$ cat config.mk
export PLATFORM = sky130hd
export DESIGN_NAME = group_absmax_int8_quantizer
export DESIGN_NICKNAME = d
export VERILOG_FILES = /design/src/rtl/gaq_pkg.sv /design/src/rtl/gaq_ram.sv /design/src/rtl/gaq_fifo.sv /design/src/rtl/gaq_front.sv /design/src/rtl/gaq_div.sv /design/src/rtl/gaq_back.sv /design/src/rtl/group_absmax_int8_quantizer.sv
export SDC_FILE = /design/constraint.sdc
export NUM_CORES = 2
export LEC_CHECK = 0
export ABC_AREA = 1
export BUFFER_PORTS_ARGS = -buffer_cell sky130_fd_sc_hd__buf_2
export CAP_MARGIN = 20
export CORE_UTILIZATION = 38
export CTS_CLUSTER_SIZE = 30
export DETAILED_ROUTE_END_ITERATION = 6
export MAX_ROUTING_LAYER = met4
export PLACE_DENSITY_LB_ADDON = 0.12
export SLEW_MARGIN = 5
export SYNTH_ARGS = -nofsm -noshare
export SYNTH_HDL_FRONTEND = slang
export SYNTH_SLANG_ARGS = --single-unit
$ cat constraint.sdc
create_clock -name i_clk -period 7.04 [get_ports i_clk]
set_input_delay 0.704 -clock i_clk [delete_from_list [all_inputs] [get_ports i_clk]]
set_output_delay 0.704 -clock i_clk [all_outputs]
set_load 0.005 [all_outputs]
$ cat src/rtl/gaq_pkg.sv
`default_nettype none
package gaq_pkg;

    // group buffer geometry
    localparam int GROUP_MAX = 32;
    localparam int IDX_W     = $clog2(GROUP_MAX);
    localparam int CNT_W     = $clog2(GROUP_MAX + 1);
    localparam int ADDR_W    = IDX_W + 1;
    localparam int RAM_DEPTH = 2 ** ADDR_W;

    // fp32 constants
    localparam logic [31:0] SCALE_MIN   = 32'h0DA2_4260;  // 1.0e-30
    localparam logic [25:0] RECIP_127   = 26'h204_0810;   // floor(2^32 / 127)
    localparam logic [9:0]  DEN_127_EXP = 10'd6;          // unbiased exponent of 127.0
    localparam logic [7:0]  EXP_SPECIAL = 8'hFF;
    localparam logic [7:0]  QMAX        = 8'd127;

    typedef struct packed {
        logic [31:0] sample_bits;
        logic        group_end;
    } t_in;

    typedef struct packed {
        logic              item_kind;
        logic [31:0]       scale_bits;
        logic signed [7:0] quant_value;
        logic              run_end;
    } t_out;

    localparam logic KIND_VALUE = 1'b0;
    localparam logic KIND_SCALE = 1'b1;

    // one closed group handed from front to back
    typedef struct packed {
        logic [30:0]      absmax;
        logic [CNT_W-1:0] count;
        logic             bank;
        logic             scale_only;
    } t_grp;

endpackage
`default_nettype wire

$ cat src/rtl/gaq_ram.sv
`default_nettype none
module gaq_ram #(
    parameter int WIDTH = 32,
    parameter int DEPTH = 64
) (
    input  wire logic                     i_clk,
    input  wire logic                     i_we,
    input  wire logic [$clog2(DEPTH)-1:0] i_waddr,
    input  wire logic [WIDTH-1:0]         i_wdata,
    input  wire logic [$clog2(DEPTH)-1:0] i_raddr,
    output logic      [WIDTH-1:0]         o_rdata
);

    logic [WIDTH-1:0] r_mem [DEPTH];
    logic [WIDTH-1:0] r_rdata;

    // one write port, one registered read port
    always_ff @(posedge i_clk) begin
        if (i_we) begin
            r_mem[i_waddr] <= i_wdata;
        end
        r_rdata <= r_mem[i_raddr];
    end

    assign o_rdata = r_rdata;

endmodule
`default_nettype wire

$ cat src/rtl/gaq_fifo.sv
`default_nettype none
module gaq_fifo (
    input  wire logic          i_clk,
    input  wire logic          i_rst_n,
    input  wire logic          i_push,
    input  wire gaq_pkg::t_grp i_data,
    input  wire logic          i_pop,
    output logic               o_valid,
    output logic               o_full,
    output gaq_pkg::t_grp      o_head
);

    gaq_pkg::t_grp r_mem [2];
    logic          r_wp;
    logic          r_rp;
    logic [1:0]    r_cnt;

    // pointers and occupancy
    always_ff @(posedge i_clk) begin
        if (!i_rst_n) begin
            r_wp  <= 1'b0;
            r_rp  <= 1'b0;
            r_cnt <= 2'd0;
        end else begin
            if (i_push) begin
                r_wp <= ~r_wp;
            end
            if (i_pop) begin
                r_rp <= ~r_rp;
            end
            r_cnt <= r_cnt + 2'(i_push) - 2'(i_pop);
        end
    end

    // entry storage
    always_ff @(posedge i_clk) begin
        if (i_push) begin
            r_mem[r_wp] <= i_data;
        end
    end

    assign o_valid = (r_cnt != 2'd0);
    assign o_full  = (r_cnt == 2'd2);
    assign o_head  = r_mem[r_rp];

endmodule
`default_nettype wire

$ cat src/rtl/gaq_front.sv
`default_nettype none
module gaq_front (
    input  wire logic                          i_clk,
    input  wire logic                          i_rst_n,
    input  wire logic                          i_cfg_we,
    input  wire logic                          i_cfg_wdata,
    input  wire logic                          i_in_valid,
    input  wire gaq_pkg::t_in                  i_in,
    input  wire logic                          i_q_full,
    output logic                               o_in_stall,
    output logic                               o_ram_we,
    output logic [gaq_pkg::ADDR_W-1:0]         o_ram_waddr,
    output logic [31:0]                        o_ram_wdata,
    output logic                               o_push,
    output gaq_pkg::t_grp                      o_grp
);

    logic                      r_scale_only;
    logic                      r_bank;
    logic [gaq_pkg::CNT_W-1:0] r_fill;
    logic [30:0]               r_max;

    logic                      acc;
    logic                      finite;
    logic [30:0]               n_max;
    logic [gaq_pkg::CNT_W-1:0] n_fill;
    logic                      close;

    // classify the incoming value
    always_comb begin
        acc    = i_in_valid && !o_in_stall;
        finite = (i_in.sample_bits[30:23] != gaq_pkg::EXP_SPECIAL);
        n_max  = (finite && (i_in.sample_bits[30:0] > r_max)) ? i_in.sample_bits[30:0] : r_max;
        n_fill = r_fill + 1'b1;
        close  = i_in.group_end || (n_fill == gaq_pkg::CNT_W'(gaq_pkg::GROUP_MAX));
    end

    // fill, running max and bank select
    always_ff @(posedge i_clk) begin
        if (!i_rst_n) begin
            r_scale_only <= 1'b0;
            r_bank       <= 1'b0;
            r_fill       <= '0;
            r_max        <= '0;
        end else begin
            if (i_cfg_we) begin
                r_scale_only <= i_cfg_wdata;
            end
            if (acc) begin
                if (close) begin
                    r_fill <= '0;
                    r_max  <= '0;
                    r_bank <= ~r_bank;
                end else begin
                    r_fill <= n_fill;
                    r_max  <= n_max;
                end
            end
        end
    end

    assign o_in_stall  = i_q_full;
    assign o_ram_we    = acc;
    assign o_ram_waddr = {r_bank, r_fill[gaq_pkg::IDX_W-1:0]};
    assign o_ram_wdata = i_in.sample_bits;
    assign o_push      = acc && close;
    assign o_grp       = '{absmax: n_max, count: n_fill, bank: r_bank, scale_only: r_scale_only};

endmodule
`default_nettype wire

$ cat src/rtl/gaq_div.sv
`default_nettype none
module gaq_div (
    input  wire logic        i_clk,
    input  wire logic        i_rst_n,
    input  wire logic        i_start,
    input  wire logic [23:0] i_num,
    input  wire logic [23:0] i_den,
    output logic             o_done,
    output logic [23:0]      o_mant,
    output logic signed [1:0] o_off
);

    // 24 quotient bits plus a guard bit, one per cycle
    localparam logic [4:0] ITER = 5'd25;

    logic        r_busy;
    logic        r_done;
    logic [4:0]  r_cnt;
    logic [25:0] r_rem;
    logic [24:0] r_q;
    logic [23:0] r_den;
    logic        r_adj;

    logic [25:0] diff;
    logic        qbit;
    logic        up;
    logic [24:0] rounded;

    // restoring step
    always_comb begin
        diff = r_rem - {2'b00, r_den};
        qbit = !diff[25];
    end

    always_ff @(posedge i_clk) begin
        if (!i_rst_n) begin
            r_busy <= 1'b0;
            r_done <= 1'b0;
            r_cnt  <= '0;
        end else begin
            r_done <= 1'b0;
            if (i_start) begin
                r_busy <= 1'b1;
                r_cnt  <= '0;
            end else if (r_busy) begin
                r_cnt <= r_cnt + 1'b1;
                if (r_cnt == ITER - 1'b1) begin
                    r_busy <= 1'b0;
                    r_done <= 1'b1;
                end
            end
        end
    end

    // datapath
    always_ff @(posedge i_clk) begin
        if (i_start) begin
            r_den <= i_den;
            r_adj <= (i_num < i_den);
            r_rem <= (i_num < i_den) ? {1'b0, i_num, 1'b0} : {2'b00, i_num};
            r_q   <= '0;
        end else if (r_busy) begin
            r_rem <= {(qbit ? diff[24:0] : r_rem[24:0]), 1'b0};
            r_q   <= {r_q[23:0], qbit};
        end
    end

    // round to nearest even
    always_comb begin
        up      = r_q[0] && ((r_rem != '0) || r_q[1]);
        rounded = {1'b0, r_q[24:1]} + 25'(up);
        o_mant  = rounded[24] ? 24'h80_0000 : rounded[23:0];
        o_off   = $signed({1'b0, rounded[24]}) - $signed({1'b0, r_adj});
    end

    assign o_done = r_done;

endmodule
`default_nettype wire

$ cat src/rtl/gaq_back.sv
`default_nettype none
module gaq_back (
    input  wire logic                     i_clk,
    input  wire logic                     i_rst_n,
    input  wire logic                     i_q_valid,
    input  wire gaq_pkg::t_grp            i_grp,
    output logic                          o_pop,
    output logic [gaq_pkg::ADDR_W-1:0]    o_ram_raddr,
    input  wire logic [31:0]              i_ram_rdata,
    output logic                          o_out_valid,
    output gaq_pkg::t_out                 o_out,
    input  wire logic                     i_out_stall
);

    typedef enum logic [2:0] {
        S_IDLE, S_SREM, S_SRND, S_SOUT, S_RD, S_DAT, S_VDIV, S_VOUT
    } t_state;

    t_state                    r_state;
    logic [30:0]               r_scale;
    logic [49:0]               r_prod;
    logic [25:0]               r_quo;
    logic                      r_stk;
    logic [gaq_pkg::IDX_W-1:0] r_idx;
    logic                      r_sign;
    logic [7:0]                r_xexp;
    logic signed [7:0]         r_q;
    logic                      r_ov;
    gaq_pkg::t_out             r_out;

    logic                      div_start;
    logic [23:0]               div_num;
    logic [23:0]               div_den;
    logic                      div_done;
    logic [23:0]               div_mant;
    logic signed [1:0]         div_off;

    logic                      slot;
    logic                      last;
    logic [25:0]               s_q0;
    logic [32:0]               s_num;
    logic [32:0]               s_m127;
    logic [32:0]               s_rem;
    logic                      s_fix;
    logic                      s_hi;
    logic [23:0]               s_mant;
    logic                      s_grd;
    logic                      s_stk;
    logic [24:0]               s_rnd;
    logic signed [9:0]         e_s;
    logic [31:0]               scale_calc;
    logic signed [9:0]         e_q;
    logic [4:0]                sh;
    logic [23:0]               tq;
    logic [23:0]               mask;
    logic [23:0]               rem;
    logic [23:0]               half;
    logic                      up;
    logic [7:0]                mag;
    logic signed [7:0]         q_calc;

    gaq_div u_div (
        .i_clk   (i_clk),
        .i_rst_n (i_rst_n),
        .i_start (div_start),
        .i_num   (div_num),
        .i_den   (div_den),
        .o_done  (div_done),
        .o_mant  (div_mant),
        .o_off   (div_off)
    );

    // output slot free
    assign slot = !r_ov || !i_out_stall;
    assign last = ({1'b0, r_idx} + 1'b1) == i_grp.count;

    // divider operands, value over scale
    always_comb begin
        div_start = (r_state == S_DAT)
                 && (i_ram_rdata[30:23] != 8'd0)
                 && (i_ram_rdata[30:23] != gaq_pkg::EXP_SPECIAL);
        div_num   = {1'b1, i_ram_rdata[22:0]};
        div_den   = {1'b1, r_scale[22:0]};
    end

    // absmax significand / 127 by reciprocal, corrected by the remainder
    always_comb begin
        s_q0   = r_prod[49:24];
        s_num  = {1'b0, 1'b1, i_grp.absmax[22:0], 8'd0};
        s_m127 = {s_q0, 7'd0} - {7'd0, s_q0};
        s_rem  = s_num - s_m127;
        s_fix  = (s_rem >= 33'd127);
    end

    // scale rounding, floored at 1e-30
    always_comb begin
        s_hi   = r_quo[25];
        s_mant = s_hi ? r_quo[25:2] : r_quo[24:1];
        s_grd  = s_hi ? r_quo[1] : r_quo[0];
        s_stk  = r_stk || (s_hi && r_quo[0]);
        s_rnd  = {1'b0, s_mant} + 25'(s_grd && (s_stk || s_mant[0]));
        e_s = $signed({2'b00, i_grp.absmax[30:23]}) - $signed(gaq_pkg::DEN_127_EXP)
            - 10'sd1 + $signed({9'd0, s_hi}) + $signed({9'd0, s_rnd[24]});
        scale_calc = {1'b0, e_s[7:0], s_rnd[22:0]};
        if (e_s < 10'sd1 || scale_calc < gaq_pkg::SCALE_MIN) begin
            scale_calc = gaq_pkg::SCALE_MIN;
        end
    end

    // quotient to integer, half to even, clamped
    always_comb begin
        e_q  = $signed({2'b00, r_xexp}) - $signed({2'b00, r_scale[30:23]}) + 10'(div_off);
        sh   = 5'(10'sd23 - e_q);
        tq   = div_mant >> sh;
        mask = (24'd1 << sh) - 24'd1;
        rem  = div_mant & mask;
        half = 24'd1 << (sh - 5'd1);
        up   = (rem > half) || ((rem == half) && tq[0]);
        mag  = tq[7:0] + 8'(up);
        if (e_q < -10'sd1) begin
            mag = 8'd0;
        end else if (e_q >= 10'sd7 || mag > gaq_pkg::QMAX) begin
            mag = gaq_pkg::QMAX;
        end
        q_calc = r_sign ? -$signed(mag) : $signed(mag);
    end

    assign o_ram_raddr = {i_grp.bank, r_idx};
    assign o_pop = ((r_state == S_SOUT) && slot && i_grp.scale_only)
                || ((r_state == S_VOUT) && slot && last);

    // sequencer and output register
    always_ff @(posedge i_clk) begin
        if (!i_rst_n) begin
            r_state <= S_IDLE;
            r_ov    <= 1'b0;
            r_idx   <= '0;
        end else begin
            if (!i_out_stall) begin
                r_ov <= 1'b0;
            end
            case (r_state)
                S_IDLE: begin
                    r_idx <= '0;
                    if (i_q_valid) begin
                        if (i_grp.absmax[30:23] == 8'd0) begin
                            r_scale <= gaq_pkg::SCALE_MIN[30:0];
                            r_state <= S_SOUT;
                        end else begin
                            r_prod  <= 50'({1'b1, i_grp.absmax[22:0]})
                                     * 50'(gaq_pkg::RECIP_127);
                            r_state <= S_SREM;
                        end
                    end
                end
                S_SREM: begin
                    r_quo   <= s_q0 + 26'(s_fix);
                    r_stk   <= s_fix ? (s_rem != 33'd127) : (s_rem != 33'd0);
                    r_state <= S_SRND;
                end
                S_SRND: begin
                    r_scale <= scale_calc[30:0];
                    r_state <= S_SOUT;
                end
                S_SOUT: begin
                    if (slot) begin
                        r_ov  <= 1'b1;
                        r_out <= '{item_kind: gaq_pkg::KIND_SCALE,
                                   scale_bits: {1'b0, r_scale},
                                   quant_value: 8'sd0,
                                   run_end: i_grp.scale_only};
                        r_state <= i_grp.scale_only ? S_IDLE : S_RD;
                    end
                end
                S_RD: begin
                    r_state <= S_DAT;
                end
                S_DAT: begin
                    r_sign <= i_ram_rdata[31];
                    r_xexp <= i_ram_rdata[30:23];
                    if (div_start) begin
                        r_state <= S_VDIV;
                    end else begin
                        r_q     <= 8'sd0;
                        r_state <= S_VOUT;
                    end
                end
                S_VDIV: begin
                    if (div_done) begin
                        r_q     <= q_calc;
                        r_state <= S_VOUT;
                    end
                end
                S_VOUT: begin
                    if (slot) begin
                        r_ov  <= 1'b1;
                        r_out <= '{item_kind: gaq_pkg::KIND_VALUE,
                                   scale_bits: 32'd0,
                                   quant_value: r_q,
                                   run_end: last};
                        if (last) begin
                            r_state <= S_IDLE;
                        end else begin
                            r_idx   <= r_idx + 1'b1;
                            r_state <= S_RD;
                        end
                    end
                end
                default: begin
                    r_state <= S_IDLE;
                end
            endcase
        end
    end

    assign o_out_valid = r_ov;
    assign o_out       = r_out;

    // checks
    a_q_range: assert property (@(posedge i_clk) disable iff (!i_rst_n)
        o_out_valid && (o_out.item_kind == gaq_pkg::KIND_VALUE)
        |-> o_out.quant_value != -8'sd128)
        else $error("quantized value out of range");

    a_scale_floor: assert property (@(posedge i_clk) disable iff (!i_rst_n)
        o_out_valid && (o_out.item_kind == gaq_pkg::KIND_SCALE)
        |-> o_out.scale_bits >= gaq_pkg::SCALE_MIN)
        else $error("scale below floor");

    a_grp_held: assert property (@(posedge i_clk) disable iff (!i_rst_n)
        (r_state != S_IDLE) |-> i_q_valid)
        else $error("working on a group that is not queued");

    a_pop_emits: assert property (@(posedge i_clk) disable iff (!i_rst_n)
        o_pop |=> o_out_valid && o_out.run_end)
        else $error("group released without its final transfer");

endmodule
`default_nettype wire

$ cat src/rtl/group_absmax_int8_quantizer.sv
`default_nettype none
// Symmetric per-group int8 quantizer. fp32 values stream in, one per transfer,
// into one of two group buffers; a group closes on group_end or when 32 values
// are held. For each group the block sends the fp32 scale max(absmax/127, 1e-30)
// and then, unless scale-only mode is set, one int8 value per stored input in
// arrival order; run_end marks a group's final transfer. Input is accepted at one
// value per cycle while the back end works on the previous group. The scale comes
// from a reciprocal multiply, skipped when absmax is zero or denormal; each
// quantized value goes through a one-bit-per-cycle divider, which NaN, infinity,
// zero or denormal inputs bypass. With both buffers busy the input stalls until
// the back end finishes a group.
module group_absmax_int8_quantizer (
    input  wire logic           i_clk,
    input  wire logic           i_rst_n,
    input  wire logic           i_cfg_we,
    input  wire logic           i_cfg_wdata,
    input  wire logic           i_in_valid,
    output logic                o_in_stall,
    input  wire gaq_pkg::t_in   i_in,
    output logic                o_out_valid,
    input  wire logic           i_out_stall,
    output gaq_pkg::t_out       o_out
);

    logic                       ram_we;
    logic [gaq_pkg::ADDR_W-1:0] ram_waddr;
    logic [31:0]                ram_wdata;
    logic [gaq_pkg::ADDR_W-1:0] ram_raddr;
    logic [31:0]                ram_rdata;
    logic                       q_push;
    logic                       q_pop;
    logic                       q_valid;
    logic                       q_full;
    gaq_pkg::t_grp              q_in;
    gaq_pkg::t_grp              q_head;

    gaq_ram #(
        .WIDTH (32),
        .DEPTH (gaq_pkg::RAM_DEPTH)
    ) u_ram (
        .i_clk   (i_clk),
        .i_we    (ram_we),
        .i_waddr (ram_waddr),
        .i_wdata (ram_wdata),
        .i_raddr (ram_raddr),
        .o_rdata (ram_rdata)
    );

    gaq_front u_front (
        .i_clk       (i_clk),
        .i_rst_n     (i_rst_n),
        .i_cfg_we    (i_cfg_we),
        .i_cfg_wdata (i_cfg_wdata),
        .i_in_valid  (i_in_valid),
        .i_in        (i_in),
        .i_q_full    (q_full),
        .o_in_stall  (o_in_stall),
        .o_ram_we    (ram_we),
        .o_ram_waddr (ram_waddr),
        .o_ram_wdata (ram_wdata),
        .o_push      (q_push),
        .o_grp       (q_in)
    );

    gaq_fifo u_fifo (
        .i_clk   (i_clk),
        .i_rst_n (i_rst_n),
        .i_push  (q_push),
        .i_data  (q_in),
        .i_pop   (q_pop),
        .o_valid (q_valid),
        .o_full  (q_full),
        .o_head  (q_head)
    );

    gaq_back u_back (
        .i_clk       (i_clk),
        .i_rst_n     (i_rst_n),
        .i_q_valid   (q_valid),
        .i_grp       (q_head),
        .o_pop       (q_pop),
        .o_ram_raddr (ram_raddr),
        .i_ram_rdata (ram_rdata),
        .o_out_valid (o_out_valid),
        .o_out       (o_out),
        .i_out_stall (i_out_stall)
    );

endmodule
`default_nettype wire

==> flow_summary.yaml <==
flow_run:
  drv_cap: 0
clock_tree:
  cts_max_level: 5
  cts_tree: "built"
  clk_pin_slew_ns: 0.06
  numCtsBuffers: 276
  insertion_delay_ns: 0.87
  cts_max_path_buffers: 4
  clock-sinks: 2435
  clockRootBuffer: "clkbuf_16"
synth:
  yosys-top-cells-count: "edfxtp_1, a21oi_1, nand2_1, o221ai_1, inv_1"
  async_reset_ff_share_pct: 0
  ys_ff_latch: 2435
  synthFlopType: "edfxtp_1"
  synth_top_family_by_area: "compound AO/OA/AOI/OAI gates"
  synth_fa_ha_area_share_pct: 4.43
  synth_top_area_share_pct: 66.1
  synth-edff-count: 2318
  yosysMostFrequentCell: "edfxtp_1"
  synth.avg_cell_area_um2: 12.4
  ys_top_cells_by_area: "edfxtp_1, a21oi_1, o221ai_1"
  ys_warn_count: 0
  yosysSeqAreaShare_pct: 68.4
  synth_xor_area_share_pct: 1.31
  synthSimpleGateAreaFrac_pct: 8.73
  synthMuxAreaShare_pct: 0.134
  synthCells: 8495
  syn-num-nets: 8887
  netlist_area_um2: 105000
  synth-compound-area-share_pct: 13.4
  yosysUniqueCellTypes: 64
  yosys.area.top_type: "edfxtp_1"
worst_setup_path:
  path_common_cell: "nand2_2"
  worstSetupPathType: "reg -> reg"
  crit_family: "simple AND/OR/NAND/NOR gates"
  cp_slowest_cell: "ha_2"
  path_buf_inv: 12
  worstPathArrival_ns: 7.15
  critPathMaxFanout: 4
  startpoint_type: "flop"
  crit_path_max_incr_delay_ns: 0.38
  end_kind: "flop"
  worstPathRequired_ns: 7.64
global_route:
  grt_pass1_vias: 69100
  grt_max_degree: 140
  overflow: 0
  track_usage_pct: 24.2
  grt_pass1_wl_mm: 483
  antenna_found_initial: 22
routing:
  drc: 0
  drt_iter0_markers: 6515
  ant_nets: 0
  dr.pass1.iters: 6
  avgViaCountPerCell: 5.58
  wl_mm: 334
  post_drt_wl_per_cell_um: 26.5
  num_vias: 70400
sta:
  hold_ws_ns: 0.109
  hold_viol_final: 0
  slew_violations: 0
  finalCritPeriodShare_pct: 93.1
  layout_min_cycle_time_ns: 6.55
  finalClockSkew_ns: 0.0380
  tightestPinTransition_ns: 1.13
  slew_headroom_pct: 24.2
  fmax_ghz: 0.153
  setup_viol: 0
finish:
  area_growth_pct: 14.6
  drive_gt1_share_pct: 11.0
  fin_nets: 9080
  finish.utilization_pct: 43.9
  stdcell_area_um2: 121000
power:
  powerDensity_nw_per_um2: 327
  p_leak_nw: 42.2
  vdd_drop_max_uv: 183
floorplanning:
  die-area_um2: 279000
  fp.dieH_um: 528
  io_pins: 83
  die_w_um: 528
  initial_core_util_pct: 38.3
  coreArea_um2: 275000
  num_rows: 192
place:
  dpl_cell_area_um2: 111000
  io_buffers: 81
  gp_congestion: 0.853
  post-dp-hpwl_mm: 197
outcome:
  status: "completed"
hold_path:
  min_path_type: "in -> reg"
-- per-layer routing --
metal	GRT usage (%)	vias up	routed length, µm	part of all wire (%)
met5	-	-	0	0
met2	37.4	2175	155000	46
met3	4.08	477	21900	6.6
li1	-	32100	-	-
met1	32.8	35600	148000	44
met4	6.92	0	9380	2.8
-- power by group --
group,switching [W],leakage [nW],internal (W)
clock network,0.00591,4.29,0.00827
registers,0.000374,21.8,0.0162
logic,0.00610,16.1,0.00251
total,0.0124,42.2,0.0270
-- cells in the final DEF, fill, tap and decap left out, drive strengths merged, types with 10 or more instances in the layout --
cell    count
a211oi     15
a21oi    1273
a31oi      14
buf       379
bufinv     21
clkbuf    350
clkinv    105
dfxtp     117
diode      24
edfxtp   2318
fa         32
ha        321
inv       538
mux2i      13
nand2    1212
nand3     378
nand4      52
nor2      423
nor3       52
nor4       25
o211ai     31
o21a       10
o21ai     446
o21bai     10
o221ai    517
o22ai      25
or2        14
xnor2      48
xor2      108
-- timing repair --
| item | in CTS | in global routing |
|---|---|---|
| endpoints found under the hold margin | 1 | 0 |
| gates resized for setup | 0 | 47 |
| buffers inserted | 0 | 7 |
| setup endpoints to repair | 0 | 8 |
| hold buffers | 1 | 0 |
-- per-stage QoR --
step	cells	setup TNS, ns	worst slack (ns)	power [W]
finish	12600	0	0.488	0.0394
global route	12600	-0.201	-0.0532	0.0410
CTS	12600	0	0.0666	0.0396
detailed placement	12100	0	0.0595	0.0254
global placement	12100	-0.0563	-0.0314	0.0254
floorplan	8495	0	0.399	0.0218
-- area by class of cell --
type,instances,area [µm²]
well taps,3686,4610
clock buffers,350,7420
multi-input cells,5065,30200
fillers,25100,154000
clock inverters,141,1370
repair buffers,380,2890
flip-flops and latches,2435,72000
diodes,24,60.1
inverters,530,2010
-- final timing paths --
check,start,to,slack (ns),cells after the start
min,i_cfg_wdata,u_front.r_scale_only,0.11,3
max,u_back.u_div.r_q[1],u_back.r_q[4],0.49,53
min reg2reg,u_ram.o_rdata[31],u_back.r_sign,0.44,0
max reg2reg,u_back.u_div.r_q[1],u_back.r_q[4],0.49,53
-- cells by family (layout without fill, tap and decap cells) --
| family | after synthesis | count (layout) |
|---|---|---|
| adder cells (fa/ha/maj) | 353 | 353 |
| flip-flops | 2435 | 2435 |
| buffers and inverters | 995 | 1401 |
| AND/OR/NAND/NOR | 2171 | 2171 |
| multiplexers | 14 | 14 |
| AO/OA/AOI/OAI | 2370 | 2370 |
| XOR/XNOR | 156 | 156 |
| other | 1 | 25 |
-- flip-flops by register name (all words and copies together) (netlist names), 2 cells and up, named ones only --
| register | flops |
|---|---|
| u_back.r_scale | 31 |
| u_back.r_idx | 5 |
| u_front.r_fill | 6 |
| u_back.u_div.r_q | 25 |
| u_back.r_prod | 26 |
| u_back.r_q | 8 |
| u_back.r_state | 3 |
| u_back.o_out | 41 |
| u_back.r_xexp | 8 |
| u_back.u_div.r_den | 23 |
| u_front.r_max | 31 |
| u_fifo.r_cnt | 2 |
| u_back.r_quo | 26 |
| u_ram.r_mem | 2048 |
| u_back.u_div.r_cnt | 5 |
| u_back.u_div.r_rem | 26 |
| u_fifo.r_mem | 78 |
| u_ram.o_rdata | 32 |
-- worst register-to-register path, delay by kind of cell (launching register included) --
family / cells / cell delay, ns
and+or+nand+nor: 25 / 2.23
buffers and inverters: 12 / 0.98
DFF: 1 / 0.33
AOI/OAI and AO/OA: 8 / 1.01
adders and majority gates: 8 / 1.81
Note: power is estimated with default switching activity, not from simulation.
